**config.mk**
```make
export PLATFORM = sky130hd
export DESIGN_NAME = context_string_escaper
export DESIGN_NICKNAME = d
export VERILOG_FILES = /design/src/hw/rtl/cse_pkg.sv /design/src/hw/rtl/cse_front.sv /design/src/hw/rtl/cse_queue.sv /design/src/hw/rtl/cse_back.sv /design/src/hw/rtl/context_string_escaper.sv
export SDC_FILE = /design/constraint.sdc
export NUM_CORES = 1
export LEC_CHECK = 0
export BUFFER_PORTS_ARGS = -buffer_cell sky130_fd_sc_hd__buf_2
export CAP_MARGIN = 5
export CORE_ASPECT_RATIO = 1.1
export CORE_MARGIN = 1
export CORE_UTILIZATION = 31
export DETAILED_ROUTE_END_ITERATION = 12
export SYNTH_ARGS = -nofsm -noshare
export SYNTH_HDL_FRONTEND = slang
export SYNTH_SLANG_ARGS = --single-unit
```
**constraint.sdc**
```tcl
create_clock -name clk_i -period 4.35 [get_ports clk_i]
set_clock_uncertainty 0.1 [all_clocks]
set_input_delay 0.435 -clock clk_i [delete_from_list [all_inputs] [get_ports clk_i]]
set_output_delay 0.435 -clock clk_i [all_outputs]
set_load 0.05 [all_outputs]
```
**src/hw/rtl/cse_pkg.sv**
```systemverilog
// Shared types, codes and character constants of the context string escaper.
package cse_pkg;

  localparam int unsigned MaxBytes = 6;
  localparam int unsigned CntW     = 3;

  typedef enum logic [2:0] {
    MODE_PLAIN = 3'd0,
    MODE_JSON  = 3'd1,
    MODE_SHELL = 3'd2,
    MODE_SQL   = 3'd3,
    MODE_HTML  = 3'd4
  } mode_e;

  localparam logic [7:0] ChDquote = 8'h22;
  localparam logic [7:0] ChSquote = 8'h27;
  localparam logic [7:0] ChBslash = 8'h5c;
  localparam logic [7:0] ChSlash  = 8'h2f;
  localparam logic [7:0] ChAmp    = 8'h26;
  localparam logic [7:0] ChLt     = 8'h3c;
  localparam logic [7:0] ChGt     = 8'h3e;
  localparam logic [7:0] ChSemi   = 8'h3b;
  localparam logic [7:0] ChHash   = 8'h23;
  localparam logic [7:0] ChZero   = 8'h30;
  localparam logic [7:0] ChThree  = 8'h33;
  localparam logic [7:0] ChNine   = 8'h39;
  localparam logic [7:0] ChLa     = 8'h61;
  localparam logic [7:0] ChLb     = 8'h62;
  localparam logic [7:0] ChLf     = 8'h66;
  localparam logic [7:0] ChLg     = 8'h67;
  localparam logic [7:0] ChLl     = 8'h6c;
  localparam logic [7:0] ChLm     = 8'h6d;
  localparam logic [7:0] ChLn     = 8'h6e;
  localparam logic [7:0] ChLo     = 8'h6f;
  localparam logic [7:0] ChLp     = 8'h70;
  localparam logic [7:0] ChLq     = 8'h71;
  localparam logic [7:0] ChLr     = 8'h72;
  localparam logic [7:0] ChLt2    = 8'h74;
  localparam logic [7:0] ChLu     = 8'h75;

  localparam logic [7:0] CtlBs = 8'h08;
  localparam logic [7:0] CtlHt = 8'h09;
  localparam logic [7:0] CtlLf = 8'h0a;
  localparam logic [7:0] CtlFf = 8'h0c;
  localparam logic [7:0] CtlCr = 8'h0d;

  typedef struct packed {
    logic [7:0] data_byte;
    logic       carries_byte;
    logic       start_of_string;
    logic       end_of_string;
  } in_word_t;

  typedef struct packed {
    logic [7:0] out_byte;
    logic       last_of_run;
    logic       string_done;
  } out_word_t;

  // One expanded input word: its output bytes, how many, and the end flag.
  typedef struct packed {
    logic [MaxBytes-1:0][7:0] bytes;
    logic [CntW-1:0]          cnt;
    logic                     eos;
  } exp_t;

  function automatic logic [7:0] hex_digit(input logic [3:0] nib);
    logic [7:0] d;
    if (nib < 4'd10) begin
      d = ChZero + {4'd0, nib};
    end else begin
      d = ChLa + {4'd0, nib - 4'd10};
    end
    return d;
  endfunction

endpackage

```
**src/hw/rtl/cse_front.sv**
```systemverilog
// Front end: classify an input word and expand it into its escaped bytes.
module cse_front import cse_pkg::*; (
  input  logic     [2:0] mode_i,
  input  logic           push_i,
  input  logic           q_full_i,
  input  in_word_t       in_word_i,
  output logic           we_o,
  output exp_t           wdata_o
);

  logic [7:0]      body [MaxBytes];
  logic [CntW-1:0] blen;
  logic            pre;
  logic            post;
  logic            shell;
  logic [7:0]      c;

  assign c     = in_word_i.data_byte;
  assign shell = (mode_i == MODE_SHELL);
  assign pre   = shell && in_word_i.start_of_string;
  assign post  = shell && in_word_i.end_of_string;

  // Body of the escape for the byte alone, without shell framing.
  always_comb begin
    for (int i = 0; i < MaxBytes; i++) begin
      body[i] = c;
    end
    blen = CntW'(1);
    case (mode_i)
      MODE_JSON: begin
        body[0] = ChBslash;
        blen    = CntW'(2);
        case (c)
          ChDquote: body[1] = ChDquote;
          ChBslash: body[1] = ChBslash;
          ChSlash:  body[1] = ChSlash;
          CtlBs:    body[1] = ChLb;
          CtlFf:    body[1] = ChLf;
          CtlLf:    body[1] = ChLn;
          CtlCr:    body[1] = ChLr;
          CtlHt:    body[1] = ChLt2;
          default: begin
            if (c inside {[8'h00:8'h1f]}) begin
              body[1] = ChLu;
              body[2] = ChZero;
              body[3] = ChZero;
              body[4] = hex_digit(c[7:4]);
              body[5] = hex_digit(c[3:0]);
              blen    = CntW'(6);
            end else begin
              body[0] = c;
              blen    = CntW'(1);
            end
          end
        endcase
      end
      MODE_SHELL: begin
        if (c == ChSquote) begin
          body[0] = ChSquote;
          body[1] = ChBslash;
          body[2] = ChSquote;
          body[3] = ChSquote;
          blen    = CntW'(4);
        end
      end
      MODE_SQL: begin
        if (c == ChSquote || c == ChBslash) begin
          blen = CntW'(2);
        end
      end
      MODE_HTML: begin
        case (c)
          ChLt: begin
            body[0] = ChAmp; body[1] = ChLl; body[2] = ChLt2; body[3] = ChSemi;
            blen    = CntW'(4);
          end
          ChGt: begin
            body[0] = ChAmp; body[1] = ChLg; body[2] = ChLt2; body[3] = ChSemi;
            blen    = CntW'(4);
          end
          ChAmp: begin
            body[0] = ChAmp; body[1] = ChLa; body[2] = ChLm; body[3] = ChLp;
            body[4] = ChSemi;
            blen    = CntW'(5);
          end
          ChDquote: begin
            body[0] = ChAmp; body[1] = ChLq; body[2] = ChLu; body[3] = ChLo;
            body[4] = ChLt2; body[5] = ChSemi;
            blen    = CntW'(6);
          end
          ChSquote: begin
            body[0] = ChAmp; body[1] = ChHash; body[2] = ChThree; body[3] = ChNine;
            body[4] = ChSemi;
            blen    = CntW'(5);
          end
          default: blen = CntW'(1);
        endcase
      end
      default: blen = CntW'(1);
    endcase
    if (!in_word_i.carries_byte) begin
      blen = '0;
    end
  end

  // Place the opening quote, the body, then the closing quote.
  always_comb begin
    logic [CntW-1:0] j;
    for (int k = 0; k < MaxBytes; k++) begin
      j = CntW'(k) - {2'b00, pre};
      if (pre && k == 0) begin
        wdata_o.bytes[k] = ChSquote;
      end else if (j < blen) begin
        wdata_o.bytes[k] = body[j];
      end else begin
        wdata_o.bytes[k] = ChSquote;
      end
    end
    wdata_o.cnt = blen + {2'b00, pre} + {2'b00, post};
    wdata_o.eos = in_word_i.end_of_string;
  end

  // Drop words that expand to nothing.
  assign we_o = push_i && !q_full_i && (wdata_o.cnt != '0);

endmodule

```
**src/hw/rtl/cse_queue.sv**
```systemverilog
// Small queue of expanded words between the front and back ends.
module cse_queue import cse_pkg::*; #(
  parameter int unsigned Depth = 4
) (
  input  logic clk_i,
  input  logic rst_ni,
  input  logic we_i,
  input  exp_t wdata_i,
  input  logic re_i,
  output exp_t rdata_o,
  output logic full_o,
  output logic empty_o
);

  localparam int unsigned PtrW = (Depth > 1) ? $clog2(Depth) : 1;
  localparam int unsigned CntQ = $clog2(Depth + 1);

  exp_t            mem_q [Depth];
  logic [PtrW-1:0] wr_ptr_q, wr_ptr_d, rd_ptr_q, rd_ptr_d;
  logic [CntQ-1:0] count_q, count_d;
  logic            do_wr, do_rd;

  assign full_o  = (count_q == CntQ'(Depth));
  assign empty_o = (count_q == '0);
  assign do_wr   = we_i && !full_o;
  assign do_rd   = re_i && !empty_o;
  assign rdata_o = mem_q[rd_ptr_q];

  always_comb begin
    wr_ptr_d = wr_ptr_q;
    rd_ptr_d = rd_ptr_q;
    count_d  = count_q;
    if (do_wr) begin
      wr_ptr_d = (wr_ptr_q == PtrW'(Depth - 1)) ? '0 : wr_ptr_q + 1'b1;
    end
    if (do_rd) begin
      rd_ptr_d = (rd_ptr_q == PtrW'(Depth - 1)) ? '0 : rd_ptr_q + 1'b1;
    end
    if (do_wr && !do_rd) begin
      count_d = count_q + 1'b1;
    end else if (do_rd && !do_wr) begin
      count_d = count_q - 1'b1;
    end
  end

  always_ff @(posedge clk_i or negedge rst_ni) begin
    if (!rst_ni) begin
      wr_ptr_q <= '0;
      rd_ptr_q <= '0;
      count_q  <= '0;
    end else begin
      wr_ptr_q <= wr_ptr_d;
      rd_ptr_q <= rd_ptr_d;
      count_q  <= count_d;
    end
  end

  always_ff @(posedge clk_i) begin
    if (do_wr) begin
      mem_q[wr_ptr_q] <= wdata_i;
    end
  end

endmodule

```
**src/hw/rtl/cse_back.sv**
```systemverilog
// Back end: serialize the queued expansions into the output register.
module cse_back import cse_pkg::*; (
  input  logic      clk_i,
  input  logic      rst_ni,
  input  exp_t      head_i,
  input  logic      q_empty_i,
  output logic      q_pop_o,
  input  logic      pop_i,
  output logic      empty_o,
  output out_word_t out_word_o
);

  logic [CntW-1:0] idx_q, idx_d;
  logic            valid_q, valid_d;
  out_word_t       word_q;
  logic            load;
  logic            at_last;

  assign load    = !q_empty_i && (!valid_q || pop_i);
  assign at_last = (idx_q == head_i.cnt - 1'b1);
  assign q_pop_o = load && at_last;

  always_comb begin
    idx_d   = idx_q;
    valid_d = valid_q;
    if (load) begin
      valid_d = 1'b1;
      idx_d   = at_last ? '0 : idx_q + 1'b1;
    end else if (pop_i) begin
      valid_d = 1'b0;
    end
  end

  always_ff @(posedge clk_i or negedge rst_ni) begin
    if (!rst_ni) begin
      idx_q   <= '0;
      valid_q <= 1'b0;
    end else begin
      idx_q   <= idx_d;
      valid_q <= valid_d;
    end
  end

  always_ff @(posedge clk_i) begin
    if (load) begin
      word_q.out_byte    <= head_i.bytes[idx_q];
      word_q.last_of_run <= at_last;
      word_q.string_done <= at_last && head_i.eos;
    end
  end

  assign empty_o    = !valid_q;
  assign out_word_o = word_q;

endmodule

```
**src/hw/rtl/context_string_escaper.sv**
```systemverilog
// Top level of the context string escaper: config register, front, queue, back.
//
// Usage: feed string bytes as words on the input queue port (push_i/full_o),
// one word per byte, start_of_string on the first and end_of_string on the
// last; a word with carries_byte low stands for an empty string. Escaped bytes
// come out on the result queue port (empty_o/pop_i), one byte per word, with
// last_of_run on the final byte of each input word and string_done on the
// final byte of a string-ending word. Words that expand to nothing give none.
// The escape context is set through cfg_valid_i/cfg_ready_o/cfg_data_i
// (0 plain, 1 JSON, 2 shell, 3 SQL, 4 HTML, others plain); write it only
// while the block is idle.
// An accepted word is written into the queue; its first byte then goes to the output
// register, which drives the result port. Throughput: one output byte per cycle
// from the back end serializer while the receiver pops, so a word expanding to N
// bytes (1 to 6) holds it for all N; bytes that do not expand flow one word per cycle.
// The front accepts while the queue of QUEUE_DEPTH expanded words has room.
// Reset empties the queue and the output register and sets the mode to plain.
// When the receiver stalls, the output register holds its byte, the queue
// fills, and full_o rises once it holds QUEUE_DEPTH words.
module context_string_escaper import cse_pkg::*; #(
  parameter int unsigned QUEUE_DEPTH = 4
) (
  input  logic       clk_i,
  input  logic       rst_ni,
  input  logic       cfg_valid_i,
  output logic       cfg_ready_o,
  input  logic [2:0] cfg_data_i,
  input  logic       push_i,
  output logic       full_o,
  input  in_word_t   in_word_i,
  input  logic       pop_i,
  output logic       empty_o,
  output out_word_t  out_word_o
);

  logic [2:0] mode_q;
  logic       fe_we;
  exp_t       fe_wdata;
  exp_t       q_head;
  logic       q_full, q_empty, q_pop;

  // Mode register: always ready, take the word on a valid.
  assign cfg_ready_o = 1'b1;

  always_ff @(posedge clk_i or negedge rst_ni) begin
    if (!rst_ni) begin
      mode_q <= MODE_PLAIN;
    end else if (cfg_valid_i && cfg_ready_o) begin
      mode_q <= cfg_data_i;
    end
  end

  assign full_o = q_full;

  cse_front u_front (
    .mode_i    (mode_q),
    .push_i    (push_i),
    .q_full_i  (q_full),
    .in_word_i (in_word_i),
    .we_o      (fe_we),
    .wdata_o   (fe_wdata)
  );

  cse_queue #(
    .Depth (QUEUE_DEPTH)
  ) u_queue (
    .clk_i   (clk_i),
    .rst_ni  (rst_ni),
    .we_i    (fe_we),
    .wdata_i (fe_wdata),
    .re_i    (q_pop),
    .rdata_o (q_head),
    .full_o  (q_full),
    .empty_o (q_empty)
  );

  cse_back u_back (
    .clk_i      (clk_i),
    .rst_ni     (rst_ni),
    .head_i     (q_head),
    .q_empty_i  (q_empty),
    .q_pop_o    (q_pop),
    .pop_i      (pop_i),
    .empty_o    (empty_o),
    .out_word_o (out_word_o)
  );

`ifndef NO_ASSERTIONS
  // A word that carries a byte always expands to at least one output byte.
  assert property (@(posedge clk_i) disable iff (!rst_ni)
    (push_i && !full_o && in_word_i.carries_byte) |-> fe_we)
    else $error("byte-carrying word dropped by front end");

  // String completion only on the last byte of a word.
  assert property (@(posedge clk_i) disable iff (!rst_ni)
    (!empty_o && out_word_o.string_done) |-> out_word_o.last_of_run)
    else $error("string_done without last_of_run");

  // The back end never retires a word from an empty queue.
  assert property (@(posedge clk_i) disable iff (!rst_ni)
    q_pop |-> !q_empty)
    else $error("queue pop while empty");
`endif

endmodule

```
* Word level (Yosys, flattened, before mapping)
Memories as Yosys holds them, arrays and structs flattened.
Index checks and enable logic that the tools add are counted.
** Storage, ports and cells
- Register bits after elaboration :: 24
- Memory bits (writable) :: 208
- Input bits :: 19
- Output and inout bits :: 13
- Word-level logic and storage cells :: 155
- Memories :: 1
** Memory list
- u_queue.mem_q :: words 4, width 52, rd ports 1, clocked after Yosys merged registers in 0, write ports 1, line cse_queue.sv:18 : exp_t mem_q [Depth];
** Operators by class
- $add $sub $neg :: 20
- Order comparisons :: 17
- Equal/unequal tests :: 20
- Muxes and demuxes :: 56
- Bitwise operators :: 6
- Reduce and logical (&&, ||, !) cells :: 26
** Operator list (number)
- 2-to-1 mux 8 bit :: 25
- binary-select mux 8 bit (select 3 bit) :: 7
- one-hot mux 32 bit (5 select lines) :: 1
- one-hot mux 32 bit (3 select lines) :: 1
- 2-to-1 mux 32 bit :: 2
- one-hot mux 8 bit (8 select lines) :: 1
- equality test 8 x 6 -> 1 bit, second input constant :: 6
- equality test 8 x 4 -> 1 bit, second input constant :: 5
- 2-to-1 mux 40 bit :: 1
- one-hot mux 16 bit (2 select lines) :: 1
- >= comparator 4 bit, second input constant :: 6
- NOT 3 -> 4 bit :: 6
- 2-to-1 mux 3 bit :: 7
- less-than comparator 3 bit :: 6
- adder 7 x 4 -> 8 bit, first input constant :: 2
- one-hot mux 8 bit (2 select lines) :: 1
- adder 6 x 4 -> 7 bit, first input constant :: 2
- logical AND 1 bit :: 12
- one-hot mux 3 bit (4 select lines) :: 1
- one-hot mux 3 bit (3 select lines) :: 1
- equality test 8 x 7 -> 1 bit, second input constant :: 1
- >= comparator 8 x 1 -> 1 bit, second input constant :: 1
- <= comparator 8 x 5 -> 1 bit, second input constant :: 1
- less-than comparator 4 bit, second input constant :: 2
- other kinds (23) :: 46

* Longest topological paths before layout
- Depth after elaboration :: 15
- Mapped depth :: 22
- Mapped depth without buffers :: 19

* Hierarchy
A second synthesis with hierarchy kept.
** Second synthesis, totals
- Cell total of the unflattened synthesis :: 734
- Area, all modules :: 11215.8 µm²
** Modules (own cells, without submodules)
- cse_queue :: instances 1, cells an instance 309, area each 7937.6 µm², sequential area each 6421.2 µm²
- cse_front :: instances 1, cells an instance 342, area each 2140.8 µm², sequential area each 0.0 µm²
- cse_back :: instances 1, cells an instance 75, area each 1017.2 µm², sequential area each 400.4 µm²
- context_string_escaper :: instances 1, cells an instance 8, area each 120.1 µm², sequential area each 75.1 µm²

* Least setup slack after synthesis
OpenSTA, ideal clock, no wires.
- Path kind :: input port to flip-flop
- From :: input in_word_i[3] in the netlist's numbering
- To :: memory u_queue.mem_q[3][0] in the netlist's numbering, enable pin
- Library setup time :: 0.415 ns
- Arrival time :: 4.737 ns
- Data required time :: 3.835 ns
- Slack :: -0.902 ns
- Stages :: 16
- Path buffers :: 3
- Cells stage by stage :: clkbuf_1 -> inv_1 -> ha_1 -> buf_6 -> nor2b_1 -> buf_2 -> o31a_4 -> nor4_4 -> a221o_2 -> nand2_2 -> fa_1 -> inv_1 -> ha_1 -> xnor2_1 -> nand2b_1 -> and3_1
** RTL lines
- from (decl) :: line context_string_escaper.sv:30 : input in_word_t in_word_i,
- to (decl) :: line cse_queue.sv:18

==> impl_metrics.py <==
metrics = {
    "run_status": {
        "status": "finished clean",
    },
    "cts": {
        "path_clk_slew_ns": 0.06,
        "insertion_delay_ns": 0.53,
        "tritoncts": "built",
        "cts_buffers": 25,
        "clk_path_buf_depth": 3,
        "clock_sinks": 232,
        "cts_root_buffer": "clkbuf_16",
        "htreeDepth": 1,
        "postCtsSetupRepairBufs": 0,
        "cts-resized-gates": 0,
    },
    "drt": {
        "detail_route.wirelength_mm": 28.1,
        "drtIter0Drc": 678,
        "first_pass_iters": 7,
        "vias": 6931,
        "wl_per_cell_um": 21.1,
        "drc": 0,
        "ant_nets": 0,
        "vias_per_cell": 5.18,
    },
    "critical_path": {
        "cp_max_fo": 13,
        "cp.arrival_ns": 4.19,
        "criticalPathCategory": "reg2reg",
        "cp_data_required_time_ns": 4.70,
        "critical_path.endpoint_type": "register",
        "start_kind": "register",
    },
    "sta": {
        "finalCritPeriodShare_pct": 88.4,
        "setup_slack_ns": 0.503,
        "slew_violations": 0,
        "fin_hold_ws_ns": 0.0325,
        "final_hold_viol_count": 0,
        "setup_violations": 0,
        "fin_setup_tns_ns": 0,
        "rsz0062_at_grt": "false",
        "fmax_mhz": 260,
        "relSlewSlack_pct": 46.7,
        "min_period_ns": 3.85,
        "tightest_slew_ns": 0.794,
    },
    "cells_and_area": {
        "seq_area_um2": 6900,
        "nNetsFinal": 881,
        "final_common_cell": "edfxtp_1",
        "area_growth_pct": 18.0,
        "utilization_pct": 37.4,
        "multi_input_area_um2": 4130,
        "drive_gt1_share_pct": 27.1,
        "fin_area_um2": 13300,
        "layout_common_cells": "edfxtp_1, mux4_2, nand2_1",
        "diodes": 0,
        "n_fill_cell": 3326,
    },
    "power_and_ir_drop": {
        "p_comb_share_pct": 29.7,
        "p_per_area_nw_per_um2": 557,
        "pwr-share-seq_pct": 40.0,
        "leakagePower_nw": 4.51,
        "p_sw_w": 0.00228,
        "ir_drop_uv": 251,
        "p_int_w": 0.00509,
        "swShare_pct": 30.9,
        "power_frac_clock_pct": 30.3,
    },
    "place": {
        "gp_congestion": 0.943,
        "dp_hpwl_mm": 20.0,
        "placed_area_um2": 12400,
        "io_buffers": 30,
        "dp_slack_ns": 0.138,
    },
    "logic_synthesis": {
        "ys.flop_type": "edfxtp_1",
        "avgSynthCellArea_um2": 14.9,
        "synth_edf_count": 218,
        "ys_ff_latch": 232,
        "yosysSeqAreaShare_pct": 61.4,
        "async_reset_ff_share_pct": 6.03,
        "synth.largest_area_cell": "edfxtp_1",
        "synth.top_cell.area_share_pct": 58.3,
        "yosys-top-cells-area": "edfxtp_1, mux4_2, dfrtp_1",
        "synth_cell_types": 82,
        "netlist_area_um2": 11200,
        "synth_warnings": 0,
        "synthCells": 755,
    },
    "die": {
        "die_y_um": 202,
        "coreArea_um2": 35400,
        "die_width_um": 183,
        "row_count": 72,
        "die-area_um2": 37000,
        "initial_core_util_pct": 31.7,
        "pin_count": 32,
    },
    "grt": {
        "grt_pass1_vias": 7022,
        "overflow": 0,
        "grt_use_total_pct": 15.4,
        "antenna_found_initial": 0,
        "grt_pass1_wl_mm": 43.2,
        "grt_start_max_net_pins": 42,
    },
    "hold_path": {
        "hp-class": "in2reg",
    },
    "job": {
        "drv_cap": 0,
    },
}
cells in the mapped netlist, types with 3 or more instances:
| cell | number |
|---|---|
| o311a_1 | 5 |
| xor2_1 | 3 |
| nand4_1 | 3 |
| o31ai_1 | 4 |
| buf_6 | 4 |
| a221oi_1 | 3 |
| a31oi_1 | 9 |
| nor2_1 | 46 |
| nor2b_1 | 7 |
| nor4_1 | 5 |
| o22ai_1 | 12 |
| a21oi_1 | 28 |
| nand3_1 | 9 |
| o221ai_1 | 3 |
| nand2b_1 | 8 |
| buf_4 | 3 |
| o21ai_0 | 35 |
| o21a_1 | 4 |
| buf_1 | 4 |
| and3_1 | 11 |
| nand2_1 | 50 |
| xnor2_1 | 8 |
| a211oi_1 | 4 |
| mux2_2 | 7 |
| mux2i_1 | 10 |
| ha_1 | 23 |
| or2_2 | 3 |
| edfxtp_1 | 218 |
| buf_2 | 12 |
| clkbuf_1 | 22 |
| nor3_1 | 12 |
| dfrtp_1 | 14 |
| and2_1 | 7 |
| a22oi_1 | 3 |
| o21ai_1 | 3 |
| mux4_2 | 60 |
| inv_1 | 34 |
through the flow:
| stage | power, W | cells |
|---|---|---|
| final | 0.00738 | 1337 |
| after global routing | 0.00772 | 1337 |
| after CTS | 0.00748 | 1337 |
| after detailed placement | 0.00524 | 1289 |
| after global placement | 0.00522 | 1289 |
| after floorplan | 0.00459 | 770 |
timing repair:
| action | CTS | global route |
|---|---|---|
| setup endpoints to repair | 0 | 0 |
| hold buffers | 2 | 0 |
| hold endpoints to repair | 15 | 0 |
worst paths after layout:
path	end	depth (start not counted)	start	slack, ns
max reg2reg	u_queue.count_q[2]$_DFFE_PN0P_	16	mode_q[2]$_DFFE_PN0P_	0.50
min in group asynchronous	u_back.idx_q[0]$_DFFE_PN0P_	2	rst_ni	0.29
min	mode_q[2]$_DFFE_PN0P_	3	cfg_data_i[2]	0.03
max in group asynchronous	u_queue.rd_ptr_q[0]$_DFFE_PN0P_	2	rst_ni	3.52
max	u_queue.count_q[2]$_DFFE_PN0P_	16	mode_q[2]$_DFFE_PN0P_	0.50
min reg2reg	u_queue.count_q[2]$_DFFE_PN0P_	1	u_queue.count_q[2]$_DFFE_PN0P_	0.40
critical path, stage by stage (launching register included):
cell and delay (ns):
dfrtp_1 0.60, nand2_1 0.40, a21oi_1 0.32, a221o_2 0.27, nand2_4 0.08, fa_2 0.36, inv_2 0.08, ha_4 0.17
xnor2_4 0.12, nand2b_4 0.17, and2_4 0.16, ha_4 0.14, inv_2 0.04, fa_2 0.35, xor2_1 0.14, nor2_1 0.13
xor2_1 0.14
power groups by stage:
stage | sequential, W | combinational (W) | clock [W]
detailed placement | 0.00301 | 0.00224 | 0
CTS | 0.00296 | 0.00224 | 0.00228
global route | 0.00299 | 0.00238 | 0.00235
global placement | 0.00300 | 0.00222 | 0
floorplan | 0.00305 | 0.00154 | 0
finish | 0.00295 | 0.00219 | 0.00223
final cells by class:
class | instances | share of cell area [%]
well taps | 481 | 4.54
multi-input cells | 459 | 31.1
repair buffers | 85 | 4.66
clock buffers | 28 | 4.81
flip-flops and latches | 232 | 52.1
clock inverters | 18 | 1.80
inverters | 34 | 0.963
kinds of logic (layout without fill, tap and decap cells):
kind of cell / Yosys count / after routing / synth area share [%]
simple gates: 184 / 184 / 8.86
flops: 232 / 232 / 61.4
compound gates: 145 / 145 / 9.11
mux: 77 / 77 / 13.6
xor+xnor: 11 / 11 / 0.858
fa+ha+maj: 25 / 25 / 2.92
buf+inv: 79 / 165 / 3.14
other cells: 2 / 17 / 0.0669
registers in the layout, indices dropped and copies added (netlist names):
signal	cells
mode_q	3
u_back.idx_q	3
u_back.out_word_o	10
u_back.valid_q	1
u_queue.count_q	3
u_queue.mem_q	208
u_queue.rd_ptr_q	2
u_queue.wr_ptr_q	2
layer usage:
layer	up-vias	share of wire [%]	routed length [um]	GRT usage, %
li1	3117	-	-	-
met1	3507	43	12000	20.3
met2	256	50	14000	26.3
met3	51	5.1	1440	1.74
met4	0	2.5	706	4.79
met5	-	0	0	0
Note: power is estimated with default switching activity, not from simulation.
